## src/hdl/tpe_pkg.sv

```systemverilog
// ----------------------------------------------------------------------------
// tpe_pkg
// Shared types and constants of the triangle plane equation unit.
// ----------------------------------------------------------------------------
`default_nettype none

package tpe_pkg;

	localparam int VERTEX_COUNT_DEF = 256;
	localparam int QUEUE_DEPTH      = 4;
	localparam int DIV_STEPS        = 31;
	localparam int SQRT_STEPS       = 34;

	localparam logic OP_WRITE   = 1'b0;
	localparam logic OP_COMPUTE = 1'b1;

	localparam logic [1:0] REG_EDGE_EPSILON = 2'd0;
	localparam logic [1:0] REG_UNIT_SCALE   = 2'd1;
	localparam logic [1:0] REG_OFFSET_BIAS  = 2'd2;

	localparam logic [31:0]        EPS_RESET   = 32'd0;
	localparam logic [17:0]        SCALE_RESET = 18'd65536;
	localparam logic signed [31:0] BIAS_RESET  = 32'sd0;

	typedef struct packed {
		logic               operation;
		logic [7:0]         vertex_slot;
		logic signed [31:0] coord_x;
		logic signed [31:0] coord_y;
		logic signed [31:0] coord_z;
		logic [7:0]         corner_a;
		logic [7:0]         corner_b;
		logic [7:0]         corner_c;
	} tpe_req_t;

	typedef struct packed {
		logic signed [31:0] normal_x;
		logic signed [31:0] normal_y;
		logic signed [31:0] normal_z;
		logic signed [31:0] plane_distance;
		logic               degenerate;
	} tpe_rsp_t;

	typedef struct packed {
		logic [31:0]        edge_epsilon;
		logic [17:0]        unit_scale;
		logic signed [31:0] offset_bias;
	} tpe_cfg_t;

	typedef struct packed {
		logic signed [31:0] x;
		logic signed [31:0] y;
		logic signed [31:0] z;
	} tpe_vec_t;

	typedef struct packed {
		logic        start;
		logic [63:0] num;
		logic [33:0] den;
	} tpe_div_req_t;

	typedef struct packed {
		logic        done;
		logic [30:0] quo;
	} tpe_div_rsp_t;

	typedef struct packed {
		logic        start;
		logic [65:0] radicand;
	} tpe_sqrt_req_t;

	typedef struct packed {
		logic        done;
		logic [33:0] root;
	} tpe_sqrt_rsp_t;

endpackage

`default_nettype wire

```

## src/hdl/tpe_front.sv

```systemverilog
// ----------------------------------------------------------------------------
// tpe_front
// Request stage: takes requests, drops writes beyond the store, range-checks
// corners and packs each request into a queue entry.
// ----------------------------------------------------------------------------
`default_nettype none

module tpe_front
	import tpe_pkg::*;
#(
	parameter int VERTEX_COUNT = VERTEX_COUNT_DEF,
	parameter int AW = $clog2(VERTEX_COUNT),
	parameter int QW = 100 + 4 * AW
) (
	input  wire logic          clk,
	input  wire logic          arst_n,
	input  wire logic          req_valid,
	output logic               req_ready,
	input  wire tpe_req_t      req,
	input  wire logic          full,
	output logic               push,
	output logic [QW-1:0]      push_data
);

	logic          stage_valid_q;
	logic [QW-1:0] stage_q;
	logic          accept;
	logic          keep;
	logic [31:0]   slot_ext, a_ext, b_ext, c_ext;
	logic          slot_ok, a_ok, b_ok, c_ok;

	always_comb begin
		slot_ext = 32'(req.vertex_slot);
		a_ext    = 32'(req.corner_a);
		b_ext    = 32'(req.corner_b);
		c_ext    = 32'(req.corner_c);
		slot_ok  = slot_ext < 32'(VERTEX_COUNT);
		a_ok     = a_ext < 32'(VERTEX_COUNT);
		b_ok     = b_ext < 32'(VERTEX_COUNT);
		c_ok     = c_ext < 32'(VERTEX_COUNT);
		// writes beyond the store vanish here
		keep     = (req.operation == OP_COMPUTE) || slot_ok;
	end

	assign push      = stage_valid_q && !full;
	assign req_ready = !stage_valid_q || !full;
	assign accept    = req_valid && req_ready;
	assign push_data = stage_q;

	always_ff @(posedge clk or negedge arst_n) begin
		if (!arst_n) begin
			stage_valid_q <= 1'b0;
		end else if (accept && keep) begin
			stage_valid_q <= 1'b1;
		end else if (push) begin
			stage_valid_q <= 1'b0;
		end
	end

	always_ff @(posedge clk) begin
		if (accept && keep) begin
			stage_q <= {req.operation, slot_ext[AW-1:0],
				req.coord_x, req.coord_y, req.coord_z,
				a_ok, a_ext[AW-1:0], b_ok, b_ext[AW-1:0], c_ok, c_ext[AW-1:0]};
		end
	end

endmodule

`default_nettype wire

```

## config.mk

```make
export PLATFORM = sky130hd
export DESIGN_NAME = tpe_front
export DESIGN_NICKNAME = d
export VERILOG_FILES = /design/src/hdl/tpe_pkg.sv /design/src/hdl/tpe_front.sv
export SDC_FILE = /design/constraint.sdc
export NUM_CORES = 1
export LEC_CHECK = 0
export ABC_AREA = 1
export BUFFER_PORTS_ARGS = -buffer_cell sky130_fd_sc_hd__clkbuf_2
export CAP_MARGIN = 20
export CORE_MARGIN = 2
export CORE_UTILIZATION = 37
export CTS_CLUSTER_DIAMETER = 30
export DETAILED_ROUTE_END_ITERATION = 7
export PLACE_DENSITY = 0.82
export SYNTH_ARGS = -nofsm -noshare
export SYNTH_HDL_FRONTEND = slang
export SYNTH_SLANG_ARGS = --single-unit
```

## constraint.sdc

```tcl
create_clock -name clk -period 7.25 [get_ports clk]
set_input_delay 0.725 -clock clk [delete_from_list [all_inputs] [get_ports clk]]
set_output_delay 0.725 -clock clk [all_outputs]
set_load 0.03 [all_outputs]
```

==> results.json, run 1 <==
{
  "drtPass1Iterations": 4,
  "ys_async_sr_fraction": 0.00769,
  "cap_viol_max_count": 0,
  "routed_wl_um": 8710,
  "skew_ns": 0.00466,
  "finalCritPeriodShare": 0.275,
  "die_y_um": 107,
  "design_area_um2": 6060,
  "slowest_delay_ns": 0.41,
  "hold_path.class": "in2reg",
  "setup_viol": 0,
  "numCtsBuffers": 17,
  "ys_top_cells_by_count": "edfxtp_1, buf_4, inv_1, nand2_1",
  "ioPinCount": 267,
  "slew_headroom": 0.485,
  "whs_path_depth": 1,
  "overflow": 0,
  "cp.arrival_ns": 1.27,
  "rsz0062_at_grt": "no",
  "r2r-start": "stage_valid_q",
  "drt_iter0_markers": 83,
  "ys_warn_count": 0,
  "clk_path_buf_depth": 2,
  "utilization": 0.587,
  "cp.depth": 3,
  "drv_slew": 0,
  "cts_max_level": 4,
  "power_density_nw_per_um2": 317,
  "critPathLaunchType": "flip-flop",
  "synthMostInstantiatedCell": "edfxtp_1",
  "syn_avg_cell_area_um2": 28.2,
  "grt_antenna_before_repair": 0,
  "tightest_slew_ns": 0.773,
  "swShare": 0.227,
  "die_w_um": 107,
  "synth_area_leaders": "edfxtp_1, dfrtp_1, buf_4",
  "port_buffers": 263,
  "yosysSeqAreaShare": 0.987,
  "diodes": 0,
  "layout_min_cycle_time_ns": 2.00,
  "path_buf_inv": 2,
  "crit_slowest_cell": "dfrtp_1",
  "whs_endpoint": "push_data[104]",
  "peakVddDrop_uv": 137,
  "r2r-end": "push_data[128]",
  "fmax_ghz": 0.501,
  "nFillCells": 802,
  "reg2reg_depth": 2,
  "vias": 2423,
  "antenna_left": 0,
  "crit_fanout": 3,
  "min_from": "req[101]",
  "syn_area_um2": 3950,
  "route.detailed.drc": 0,
  "status": "completed",
  "grt_pass1_vias": 2431,
  "synth_top_cell_area_share": 0.981,
  "cp_cell_sequence": "inv_1 -> nor2_1 -> clkbuf_2",
  "pre_cts_slack_ns": 5.20,
  "start_util": 0.382,
  "ys_seq_elements": 130,
  "postPlaceCellArea_um2": 5450,
  "post_cts_buffers": 0,
  "cts_sinks": 130,
  "synth-edff-count": 129,
  "die_area_um2": 11500,
  "yosys_most_used_dff": "edfxtp_1",
  "multi_input_area_um2": 38.8,
  "coreArea_um2": 10300,
  "cts.reportedPaths.clkPinSlew_ns": 0.06,
  "grt_max_degree": 66,
  "nets": 557,
  "final-seq-area_um2": 3900,
  "grt_pass1_wl_um": 12200,
  "switching_power_uw": 435,
  "globalplace.congestion": 0.710,
  "via_per_inst": 4.23,
  "hold_ws_ns": 0.395,
  "internal-power_uw": 1480,
  "row_count": 37,
  "seqPwrFrac": 0.464,
  "cts_resized": 0,
  "path_delay_family": "flip-flops",
  "crit_required_ns": 6.52,
  "final.setup.tns_ns": 0,
  "post-synth-top-area-cell": "edfxtp_1",
  "criticalPathCategory": "reg2out",
  "clock_power_share": 0.445,
  "end_kind": "primary output",
  "synth.distinct_cells": 8,
  "setup_ws_ns": 5.25,
  "dp_hpwl_um": 6690,
  "r2r_slack_ns": 5.66,
  "p_leak_uw": 0.00267,
  "clock_latency_ns": 0.50,
  "syn2layout_area_growth_pct": 53.5,
  "layout-drive-gt1-share": 0.677,
  "finalHoldViolations": 0,
  "holdBufCountCts": 1,
  "synth_cells": 140,
  "cts_root_buf": "clkbuf_8",
  "grt_usage": 0.147,
  "wl_per_cell_um": 15.2,
  "cts_tree": "done",
  "pwr-share-comb": 0.091
}
-- per-layer routing --
layer  vias up  share of wire  global-route usage
met5         -              0                   0
met4         0          0.019              0.0770
met3        14          0.091              0.0539
met2       150           0.53               0.247
met1      1130           0.36               0.164
li1       1129              -                   -
-- cell type report --
class | count | area share
multi-input cells | 7 | 0.00640
clock buffers | 17 | 0.0683
clock inverters | 15 | 0.0312
repair buffers | 266 | 0.221
inverters | 2 | 0.00124
flip-flops and latches | 130 | 0.643
well taps | 136 | 0.0281
-- through the flow --
step | power [µW] | cells
global placement | 1080 | 540
finish | 1920 | 573
detailed placement | 1080 | 540
CTS | 1940 | 573
global route | 1990 | 573
floorplan | 1010 | 142
-- registers in the layout, indices dropped and copies added (netlist names) --
| signal | flops |
|---|---|
| stage_valid_q | 1 |
| push_data | 129 |
-- power by group through the flow --
stage / Combinational, µW / Sequential, µW / Clock [µW]
floorplan: 19.0 / 990 / 0
global placement: 175 / 903 / 0
detailed placement: 178 / 906 / 0
CTS: 178 / 890 / 874
global route: 186 / 893 / 909
finish: 176 / 890 / 854
-- cells by family (layout without fill, tap and decap cells) --
logic type | Yosys count | in the layout | share of synthesized area
other cells | 1 | 3 | 0.000950
simple gates | 3 | 3 | 0.00285
buf+inv | 5 | 300 | 0.00760
flops | 130 | 130 | 0.987
compound gates | 1 | 1 | 0.00127
-- placed cells by master, fill, tap and decap left out, types with 2 or more instances in the layout --
master,instances
inv_1,2
inv_6,2
clkinvlp_4,2
conb_1,3
clkbuf_16,16
clkinv_1,2
buf_4,2
bufinv_16,4
clkinv_2,4
nand2_1,2
edfxtp_1,129
clkbuf_2,263
-- worst max-delay path by stage --
stage,start,to,slack (ns)
3_3_place_gp,full,push_data[125],5.24
4_1_cts,stage_valid_q,push,5.22
6_report,stage_valid_q,push,5.25
2_1_floorplan,req_valid,push_data[0],2.53
3_5_place_dp,full,push_data[62],5.20
5_1_grt,stage_valid_q,push,5.16
Note: power is estimated with default switching activity, not from simulation.
==> inputs of run 2 (changes only) <==
Clock period 7.25 ns to 1.7 ns, I/O delays scaled along.
==> run 2 against run 1 <==
Against the previous run: the flow now stops in clock tree synthesis; area after synthesis unchanged; synthesized cell count unchanged.
==> results.json, run 2 <==
{
  "status": "stopped before the end",
  "failing_step": "clock tree synthesis",
  "stop_error": "[ERROR RSZ-0060] Max buffer count reached.",
  "synth_cells": 140,
  "start_util": 0.382,
  "holdBufCountCts": 115,
  "ys_warn_count": 0,
  "synth_area_leaders": "edfxtp_1, dfrtp_1, buf_4",
  "die_w_um": 107,
  "synth.distinct_cells": 8,
  "synthMostInstantiatedCell": "edfxtp_1",
  "syn_avg_cell_area_um2": 28.2,
  "port_buffers": 263,
  "cts_root_buf": "clkbuf_8",
  "cts_max_level": 4,
  "syn_area_um2": 3950,
  "cts_resized": 0,
  "post_cts_buffers": 0,
  "post-synth-top-area-cell": "edfxtp_1",
  "globalplace.congestion": 0.706,
  "ys_top_cells_by_count": "edfxtp_1, buf_4, inv_1, nand2_1",
  "pre_cts_slack_ns": 0.337,
  "numCtsBuffers": 17,
  "dp_cells": 540,
  "dp_hpwl_um": 6760,
  "yosys_most_used_dff": "edfxtp_1",
  "row_count": 37,
  "ys_seq_elements": 130,
  "clk_path_buf_depth": 2,
  "die_y_um": 107,
  "yosysSeqAreaShare": 0.987,
  "synth_top_cell_area_share": 0.981,
  "synth-edff-count": 129,
  "ys_async_sr_fraction": 0.00769,
  "cts_sinks": 130,
  "ioPinCount": 267
}
## run 2: cell counts after synthesis
No cell type changed its count.
## run 2: cell families after synthesis
kind of cell | share of synthesized area
buffers and inverters | 0.00760
other | 0.000950
flip-flops | 0.987
AND/OR/NAND/NOR | 0.00285
AO/OA/AOI/OAI | 0.00127
## run 2: through the flow
step,setup TNS [ns],area (µm²)
after floorplan,-165.66,3970
after global placement,0,5470
after detailed placement,0,5470
==> inputs of run 3 (changes only) <==
Settings changed: CORE_UTILIZATION 37 to 40, CTS_CLUSTER_DIAMETER 30 to not set, PLACE_DENSITY 0.82 to not set, PLACE_DENSITY_LB_ADDON set to 0.15.
Clock period 1.7 ns to 2.2 ns, I/O delays scaled along.
==> run 3 against run 2 <==
Against the previous run: synthesized cell count did not move; area after synthesis did not move; the run again fails in clock tree synthesis.
==> results.json, run 3 <==
{
  "status": "stopped before the end",
  "failing_step": "clock tree synthesis",
  "stop_error": "[ERROR RSZ-0060] Max buffer count reached.",
  "cts_sinks": 130,
  "syn_area_um2": 3950,
  "synth-compound-area-share": 0.00127,
  "synth.distinct_cells": 8,
  "holdBufCountCts": 115,
  "synth_top_cell_area_share": 0.981,
  "row_count": 36,
  "clk_path_buf_depth": 2,
  "synth_fa_ha_area_frac": 0,
  "die_y_um": 103,
  "start_util": 0.408,
  "cts_root_buf": "clkbuf_8",
  "die_w_um": 103,
  "yosysSeqAreaShare": 0.987,
  "globalplace.congestion": 0.701,
  "synth_area_leaders": "edfxtp_1, dfrtp_1, buf_4",
  "synth_top_family_by_area": "buffers and inverters",
  "dp_hpwl_um": 6440,
  "port_buffers": 263,
  "ioPinCount": 267,
  "synth_cells": 140,
  "ys_warn_count": 0,
  "synthMostInstantiatedCell": "edfxtp_1",
  "synth-simple-area-share": 0.00285,
  "syn_avg_cell_area_um2": 28.2,
  "cts_resized": 0,
  "yosys_most_used_dff": "edfxtp_1",
  "post-synth-top-area-cell": "edfxtp_1",
  "ys_top_cells_by_count": "edfxtp_1, buf_4, inv_1, nand2_1",
  "post_cts_buffers": 0,
  "synth-edff-count": 129,
  "synth_mux_area_frac": 0,
  "cts_max_level": 4,
  "ys_seq_elements": 130,
  "synth_xor_area_frac": 0,
  "numCtsBuffers": 17,
  "ys_async_sr_fraction": 0.00769
}
## run 3: cells by family after synthesis
family          Yosys count
flops                   130
other cells               1
compound gates            1
simple gates              3
buf+inv                   5
## run 3: through the flow
stage | util | hold slack (ns) | worst slack, ns | instance area (µm²) | instances
2_1_floorplan | - | -0.0756 | -0.784 | 3970 | 142
3_5_place_dp | 0.563 | 0.00316 | 0.748 | 5460 | 537
3_3_place_gp | 0.563 | 0.00422 | 0.767 | 5460 | 537
