<file path="src/hdl/tpe_pkg.sv">
// ----------------------------------------------------------------------------
// tpe_pkg
// Shared types and constants of the triangle plane equation unit.
// ----------------------------------------------------------------------------
`default_nettype none

package tpe_pkg;

	localparam int VERTEX_COUNT_DEF = 256;
	localparam int QUEUE_DEPTH      = 4;
	localparam int DIV_STEPS        = 31;
	localparam int SQRT_STEPS       = 34;

	localparam logic OP_WRITE   = 1'b0;
	localparam logic OP_COMPUTE = 1'b1;

	localparam logic [1:0] REG_EDGE_EPSILON = 2'd0;
	localparam logic [1:0] REG_UNIT_SCALE   = 2'd1;
	localparam logic [1:0] REG_OFFSET_BIAS  = 2'd2;

	localparam logic [31:0]        EPS_RESET   = 32'd0;
	localparam logic [17:0]        SCALE_RESET = 18'd65536;
	localparam logic signed [31:0] BIAS_RESET  = 32'sd0;

	typedef struct packed {
		logic               operation;
		logic [7:0]         vertex_slot;
		logic signed [31:0] coord_x;
		logic signed [31:0] coord_y;
		logic signed [31:0] coord_z;
		logic [7:0]         corner_a;
		logic [7:0]         corner_b;
		logic [7:0]         corner_c;
	} tpe_req_t;

	typedef struct packed {
		logic signed [31:0] normal_x;
		logic signed [31:0] normal_y;
		logic signed [31:0] normal_z;
		logic signed [31:0] plane_distance;
		logic               degenerate;
	} tpe_rsp_t;

	typedef struct packed {
		logic [31:0]        edge_epsilon;
		logic [17:0]        unit_scale;
		logic signed [31:0] offset_bias;
	} tpe_cfg_t;

	typedef struct packed {
		logic signed [31:0] x;
		logic signed [31:0] y;
		logic signed [31:0] z;
	} tpe_vec_t;

	typedef struct packed {
		logic        start;
		logic [63:0] num;
		logic [33:0] den;
	} tpe_div_req_t;

	typedef struct packed {
		logic        done;
		logic [30:0] quo;
	} tpe_div_rsp_t;

	typedef struct packed {
		logic        start;
		logic [65:0] radicand;
	} tpe_sqrt_req_t;

	typedef struct packed {
		logic        done;
		logic [33:0] root;
	} tpe_sqrt_rsp_t;

endpackage

`default_nettype wire

</file>
<file path="src/hdl/tpe_queue.sv">
// ----------------------------------------------------------------------------
// tpe_queue
// Small first-in first-out queue between the request stage and the engine.
// ----------------------------------------------------------------------------
`default_nettype none

module tpe_queue
	import tpe_pkg::*;
#(
	parameter int WIDTH = 132,
	parameter int DEPTH = QUEUE_DEPTH
) (
	input  wire logic             clk,
	input  wire logic             arst_n,
	input  wire logic             push,
	input  wire logic [WIDTH-1:0] push_data,
	input  wire logic             pop,
	output logic [WIDTH-1:0]      head,
	output logic                  empty,
	output logic                  full
);

	localparam int PW = (DEPTH > 1) ? $clog2(DEPTH) : 1;

	logic [WIDTH-1:0] slots_q [DEPTH];
	logic [PW-1:0]    wr_q, rd_q;
	logic [PW:0]      cnt_q;

	function automatic logic [PW-1:0] step(input logic [PW-1:0] p);
		return (p == PW'(DEPTH - 1)) ? '0 : p + 1'b1;
	endfunction

	assign empty = (cnt_q == '0);
	assign full  = (cnt_q == (PW + 1)'(DEPTH));
	assign head  = slots_q[rd_q];

	always_ff @(posedge clk or negedge arst_n) begin
		if (!arst_n) begin
			wr_q  <= '0;
			rd_q  <= '0;
			cnt_q <= '0;
		end else begin
			if (push) begin
				wr_q <= step(wr_q);
			end
			if (pop) begin
				rd_q <= step(rd_q);
			end
			if (push && !pop) begin
				cnt_q <= cnt_q + 1'b1;
			end else if (pop && !push) begin
				cnt_q <= cnt_q - 1'b1;
			end
		end
	end

	always_ff @(posedge clk) begin
		if (push) begin
			slots_q[wr_q] <= push_data;
		end
	end

	assert property (@(posedge clk) disable iff (!arst_n)
		cnt_q <= (PW + 1)'(DEPTH))
		else $error("queue count beyond depth");

endmodule

`default_nettype wire

</file>
<file path="config.mk">
export PLATFORM = sky130hd
export DESIGN_NAME = tpe_queue
export DESIGN_NICKNAME = d
export VERILOG_FILES = /design/src/hdl/tpe_pkg.sv /design/src/hdl/tpe_queue.sv
export SDC_FILE = /design/constraint.sdc
export NUM_CORES = 1
export LEC_CHECK = 0
export ABC_AREA = 1
export ABC_CLOCK_PERIOD_IN_PS = 8200
export BUFFER_PORTS_ARGS = -buffer_cell sky130_fd_sc_hd__buf_2
export CORE_MARGIN = 8
export CORE_UTILIZATION = 60
export CTS_CLUSTER_DIAMETER = 40
export DETAILED_ROUTE_END_ITERATION = 8
export GPL_ROUTABILITY_DRIVEN = 1
export PLACE_DENSITY = 0.83
export SYNTH_ARGS = -nofsm -noshare
export SYNTH_HDL_FRONTEND = slang
export SYNTH_SLANG_ARGS = --single-unit
export TNS_END_PERCENT = 50
</file>
<file path="constraint.sdc">
create_clock -name clk -period 8.2 [get_ports clk]
set_clock_uncertainty 0.1 [all_clocks]
set_input_delay 1.64 -clock clk [delete_from_list [all_inputs] [get_ports clk]]
set_output_delay 1.64 -clock clk [all_outputs]
set_load 0.02 [all_outputs]
</file>
==> impl_metrics.json, run 1 <==
{
  "route.vias.total": 12800,
  "htree_levels": 2,
  "fp.dieArea_um2": 42200,
  "rsz0062_at_grt": "false",
  "p_leak_uw": 0.00996,
  "post-route-drc-count": 0,
  "final-instance-count-excl-fill": 2356,
  "dpl.cell_count": 2245,
  "max_cap_viol_count": 0,
  "io_buffers": 269,
  "synth.cell_area_um2": 21600,
  "first_pass_iters": 6,
  "antenna_left": 0,
  "gp_congestion": 0.800,
  "clock-root-buffer": "clkbuf_16",
  "cp.required_ps": 6460,
  "cts_resized": 0,
  "synth_area_leaders": "edfxtp_1 74%, o211ai_1 9.2%, nand2_1 7.2%",
  "clk_pin_slew_ps": 60,
  "dp_hpwl_um": 26600,
  "utilization_pct": 69.3,
  "totalWireLength_um": 44200,
  "synth_mux_area_share_pct": 0,
  "period_minus_slack_ps": 5230,
  "placed_area_um2": 22800,
  "period_share_pct": 63.8,
  "cp_data_arrival_time_ps": 3490,
  "core_area_um2": 35500,
  "cts_buffers": 56,
  "yosysMostFrequentCell": "edfxtp_1",
  "crit_fanout": 175,
  "hold_viol_final": 0,
  "critical_path_class": "register to primary output",
  "yosysSeqAreaShare_pct": 74.4,
  "final.setup.tns_ps": 0,
  "ys_seq_elements": 535,
  "detail_route.wl_per_cell_um": 18.8,
  "die_width_um": 206,
  "layout.nets": 1985,
  "dieHeight_um": 206,
  "hold_buffers": 0,
  "irDropWorstVdd_uv": 362,
  "synthTopCellsByCount": "528 x edfxtp_1, 411 x nand2_1, 275 x inv_1",
  "report.final.slew_viol_count": 0,
  "clock-sinks": 535,
  "slew-limit-headroom_pct": 19.7,
  "p_per_area_nw_per_um2": 363,
  "grt_pass1_vias": 12800,
  "grt_max_degree": 176,
  "synth_xor_area_share_pct": 0.0406,
  "boundaryPins": 270,
  "cts_tree": "built",
  "fillers": 2320,
  "synthAdderAreaFrac_pct": 0.441,
  "clock_latency_ps": 590,
  "avgViaCountPerCell": 5.44,
  "async_reset_ff_share_pct": 1.31,
  "grtUsageTotal_pct": 20.5,
  "grt_overflow": 0,
  "drt-initial-drc-count": 818,
  "end_kind": "primary output",
  "grt_pass1_wl_um": 67500,
  "cts_setup_buffers": 0,
  "synth_top_cell_area_share_pct": 73.6,
  "max_freq_mhz": 191,
  "synth-compound-area-share_pct": 9.29,
  "start_util_pct": 60.7,
  "finalPower_uw": 8930,
  "hp-class": "register to register",
  "area_growth_pct": 14.1,
  "antenna_found_initial": 14,
  "syn_nets": 1735,
  "setup_viol": 0,
  "synthSimpleGateAreaFrac_pct": 7.29,
  "syn_inst": 1592,
  "clockBufferDepth": 3,
  "synth_edf_count": 528,
  "ys_warn_count": 0,
  "cp-start-kind": "register",
  "ys.flop_type": "edfxtp_1",
  "status": "completed",
  "avgSynthCellArea_um2": 13.5,
  "synth_area_leader_cell": "edfxtp_1",
  "layout-drive-gt1-share_pct": 19.7,
  "postLayoutCellArea_um2": 24600,
  "synth_top_family_by_area": "compound AO/OA/AOI/OAI gates",
  "row_count": 69,
  "yosys.cell_types.count": 19,
  "tightest_slew_ps": 1200
}
[registers in the layout, indices dropped and copies added, names as in the netlist]
name,count
slots_q,528
cnt_q,3
rd_q,2
wr_q,2
[stage by stage]
stage                     hold WS, ps  worst slack, ps
after detailed placement          403             3690
final                             420             2970
after CTS                         419             3020
after global placement            392             3730
after floorplan                   363             3390
after global routing              446             2710
[kinds of logic after synthesis]
family                     Yosys count
and+or+nand+nor                    417
DFF                                535
AOI/OAI and AO/OA                  268
buffers and inverters              364
xor gates and xnor gates             1
adders and majority gates            7
[worst max-delay path, cell delays in order, from the launching register on]
cell and delay (ps):
dfrtp_1 470, inv_8 620, buf_4 950, nand2_1 190, o211ai_1 170, nand2_1 140
buf_2 190
[per-layer routing]
metal / global-route usage, % / routed length (um) / vias to the layer above
met4: 8.04 / 1040 / 10
met2: 34.6 / 22400 / 473
met1: 25.2 / 17100 / 6156
met5: 0 / 63 / -
met3: 5.38 / 3590 / 89
li1: - / - / 6094
[worst paths after layout]
kind,startpoint,to,slack [ps],depth (start not counted)
worst max-delay path,rd_q[0]$_DFFE_PN0P_,head[41],2970,6
worst min-delay path,cnt_q[2]$_DFFE_PN0P_,cnt_q[2]$_DFFE_PN0P_,420,2
worst max register to register,wr_q[0]$_DFFE_PN0P_,slots_q[0][85]$_DFFE_PP_,5460,5
worst min register to register,cnt_q[2]$_DFFE_PN0P_,cnt_q[2]$_DFFE_PN0P_,420,2
max in group asynchronous,arst_n,rd_q[1]$_DFFE_PN0P_,7020,1
min in group asynchronous,arst_n,cnt_q[0]$_DFFE_PN0P_,780,1
[cells in the final DEF (no fill, tap or decap), types with 7 or more instances in the layout]
cell type,Yosys,final
edfxtp_1,528,528
nand2_1,411,411
inv_1,275,271
buf_2,16,269
o211ai_1,264,264
clkbuf_16,0,57
diode_2,0,12
inv_6,0,10
buf_4,9,10
clkinv_1,0,8
clkinv_2,0,7
[area by class of cell]
cell class	instances	area (um2)	share of cell area (%)
Timing Repair Buffer	279	1420	5.78
Antenna cell	12	30.0	0.122
Tap cell	461	577	2.34
Sequential cell	535	16000	65.2
Clock buffer	68	1520	6.17
Inverter	277	1070	4.35
Clock inverter	31	272	1.10
Multi-Input combinational cell	693	3680	14.9
[power by group]
group	leakage, uW	switching [uW]	internal [uW]	total (uW)
Combinational	0.00415	2070	795	2860
Sequential	0.00493	139	3510	3650
Clock	0.000880	1000	1410	2420
No activity file was read; power rests on OpenSTA's default activity.
==> run 2, diff against run 1 <==
--- a/config.mk
+++ b/config.mk
@@ -6,14 +6,14 @@
 export NUM_CORES = 1
 export LEC_CHECK = 0
 export ABC_AREA = 1
-export ABC_CLOCK_PERIOD_IN_PS = 8200
+export ABC_CLOCK_PERIOD_IN_PS = 4700
 export BUFFER_PORTS_ARGS = -buffer_cell sky130_fd_sc_hd__buf_2
 export CORE_MARGIN = 8
-export CORE_UTILIZATION = 60
+export CORE_UTILIZATION = 52
 export CTS_CLUSTER_DIAMETER = 40
 export DETAILED_ROUTE_END_ITERATION = 8
 export GPL_ROUTABILITY_DRIVEN = 1
-export PLACE_DENSITY = 0.83
+export PLACE_DENSITY = 0.77
 export SYNTH_ARGS = -nofsm -noshare
 export SYNTH_HDL_FRONTEND = slang
 export SYNTH_SLANG_ARGS = --single-unit
==> constraint.sdc (replaced) <==
create_clock -name clk -period 4.7 [get_ports clk]
set_clock_uncertainty 0.1 [all_clocks]
set_input_delay 0.94 -clock clk [delete_from_list [all_inputs] [get_ports clk]]
set_output_delay 0.94 -clock clk [all_outputs]
set_load 0.02 [all_outputs]
==> run 2 against run 1 <==
Hold slack worse by 310 ps. Sequential power grew 75%. First-iteration DRC count is 26% higher. Via count fell by 0.87%. Count of clock-buffer cells in the layout increased by 18. Sequential share of layout area down 1.7 points. Combinational power is 78% higher. Clock power increased by 100%.
==> impl_metrics.json, run 2 (synthesis gave the netlist of run 1 again) <==
{
  "row_count": 74,
  "critical_path_class": "register to primary output",
  "gp_congestion": 0.763,
  "totalWireLength_um": 44200,
  "grt_use_met1_pct": 22.7,
  "cts_buffers": 68,
  "cp.required_ps": 3660,
  "tightest_slew_ps": 820,
  "grt_max_degree": 146,
  "cp-start-kind": "register",
  "setup_viol": 0,
  "first_pass_iters": 5,
  "clk_pin_slew_ps": 50,
  "htree_levels": 3,
  "cts_resized": 0,
  "post-route-drc-count": 0,
  "layout_common_cells": "528 x edfxtp_1, 411 x nand2_1, 271 x inv_1",
  "critPathBufInv": 3,
  "rsz0062_at_grt": "false",
  "p_leak_uw": 0.0102,
  "route.vias.total": 12700,
  "max_stage_delay_ps": 720,
  "holdWs_ps": 113,
  "hp-class": "input port to async pin",
  "period_share_pct": 79.7,
  "fillers": 3008,
  "start_util_pct": 52.7,
  "regArea_um2": 16000,
  "cts_tree": "built",
  "final-instance-count-excl-fill": 2451,
  "worst-path-stages": 5,
  "clock-root-buffer": "clkbuf_16",
  "grt_pass1_vias": 12600,
  "period_minus_slack_ps": 3740,
  "utilization_pct": 61.7,
  "largest_reg_flops": 528,
  "cts_setup_buffers": 0,
  "crit_chain": "inv_4, buf_4, o211ai_1, nand2_1, buf_2",
  "slew-limit-headroom_pct": 45.3,
  "clock-sinks": 535,
  "gr-usage-met2_pct": 30.8,
  "hold_viol_final": 0,
  "dpl.cell_count": 2326,
  "detail_route.wl_per_cell_um": 18.0,
  "top_regs": "slots_q x528, cnt_q x3",
  "grt_busiest_layer": "met2",
  "antenna_left": 0,
  "max_freq_mhz": 267,
  "top_register": "slots_q",
  "report.final.slew_viol_count": 0,
  "io_buffers": 269,
  "status": "completed",
  "critical_path.top_delay_family": "buffers and inverters",
  "multi_input_area_um2": 3680,
  "final.setup.tns_ps": 0,
  "cp_data_arrival_time_ps": 2700,
  "mostFrequentLayoutCell": "edfxtp_1",
  "die_width_um": 220,
  "drt-initial-drc-count": 1033,
  "p_per_area_nw_per_um2": 648,
  "grtUsageMet3_pct": 4.18,
  "clock_latency_ps": 570,
  "layout-drive-gt1-share_pct": 20.8,
  "layout.nets": 2007,
  "boundaryPins": 270,
  "clockBufferDepth": 3,
  "area_growth_pct": 17.1,
  "max_cap_viol_count": 0,
  "dp_hpwl_um": 26200,
  "dieHeight_um": 220,
  "cpMaxStageDelayCell": "dfrtp_4",
  "antenna_found_initial": 4,
  "crit_fanout": 46,
  "end_kind": "primary output",
  "avgViaCountPerCell": 5.19,
  "irDropWorstVdd_uv": 444,
  "grt_pass1_wl_um": 68000,
  "reg2reg_depth": 5,
  "core_area_um2": 40900,
  "fp.dieArea_um2": 48200,
  "grt_overflow": 0,
  "hold_buffers": 0,
  "grtUsageTotal_pct": 18.1
}
==> run 2: changes by cell type in the layout (fill, tap and decap cells not counted), sizes merged <==
cell and delta:
clkbuf +18, diode -11, buf +10, inv +5
clkinv +1, clkinvlp +1
==> run 2: cell type report <==
cell class	count	area share [%]
repair buffers	289	6.37
diodes	1	0.00991
clock inverters	38	1.42
inverters	277	4.24
clock buffers	86	7.26
flip-flops and latches	535	63.5
multi-input cells	693	14.6
well taps	532	2.64
==> run 2: metrics by stage <==
| stage | cell area (um2) | power [uW] | worst slack, ps |
|---|---|---|---|
| CTS | 25200 | 16600 | 853 |
| floorplan | 21600 | 10200 | 589 |
| detailed placement | 23100 | 11600 | 1480 |
| global route | 25200 | 17200 | 764 |
| global placement | 23100 | 11500 | 1490 |
| finish | 25200 | 16400 | 956 |
==> run 2: power by group <==
part           total (uW)  internal [uW]  switching [uW]
Combinational        5080           1480            3600
Clock                4920           2980            1940
Sequential           6370           6110             255
==> run 2: metal layers <==
layer / vias up / routed length [um]
met2: 445 / 22100
met3: 73 / 3410
met4: 6 / 860
met1: 6035 / 17800
met5: - / 36
li1: 6152 / -
==> run 2: worst paths after layout <==
check | from | to | slack [ps]
max | rd_q[1]$_DFFE_PN0P_ | head[104] | 960
min | arst_n | rd_q[1]$_DFFE_PN0P_ | 110
max reg2reg | wr_q[0]$_DFFE_PN0P_ | slots_q[2][53]$_DFFE_PP_ | 2430
min reg2reg | cnt_q[2]$_DFFE_PN0P_ | cnt_q[2]$_DFFE_PN0P_ | 400
max in group asynchronous | arst_n | rd_q[1]$_DFFE_PN0P_ | 4190
min in group clk | cnt_q[2]$_DFFE_PN0P_ | cnt_q[2]$_DFFE_PN0P_ | 400
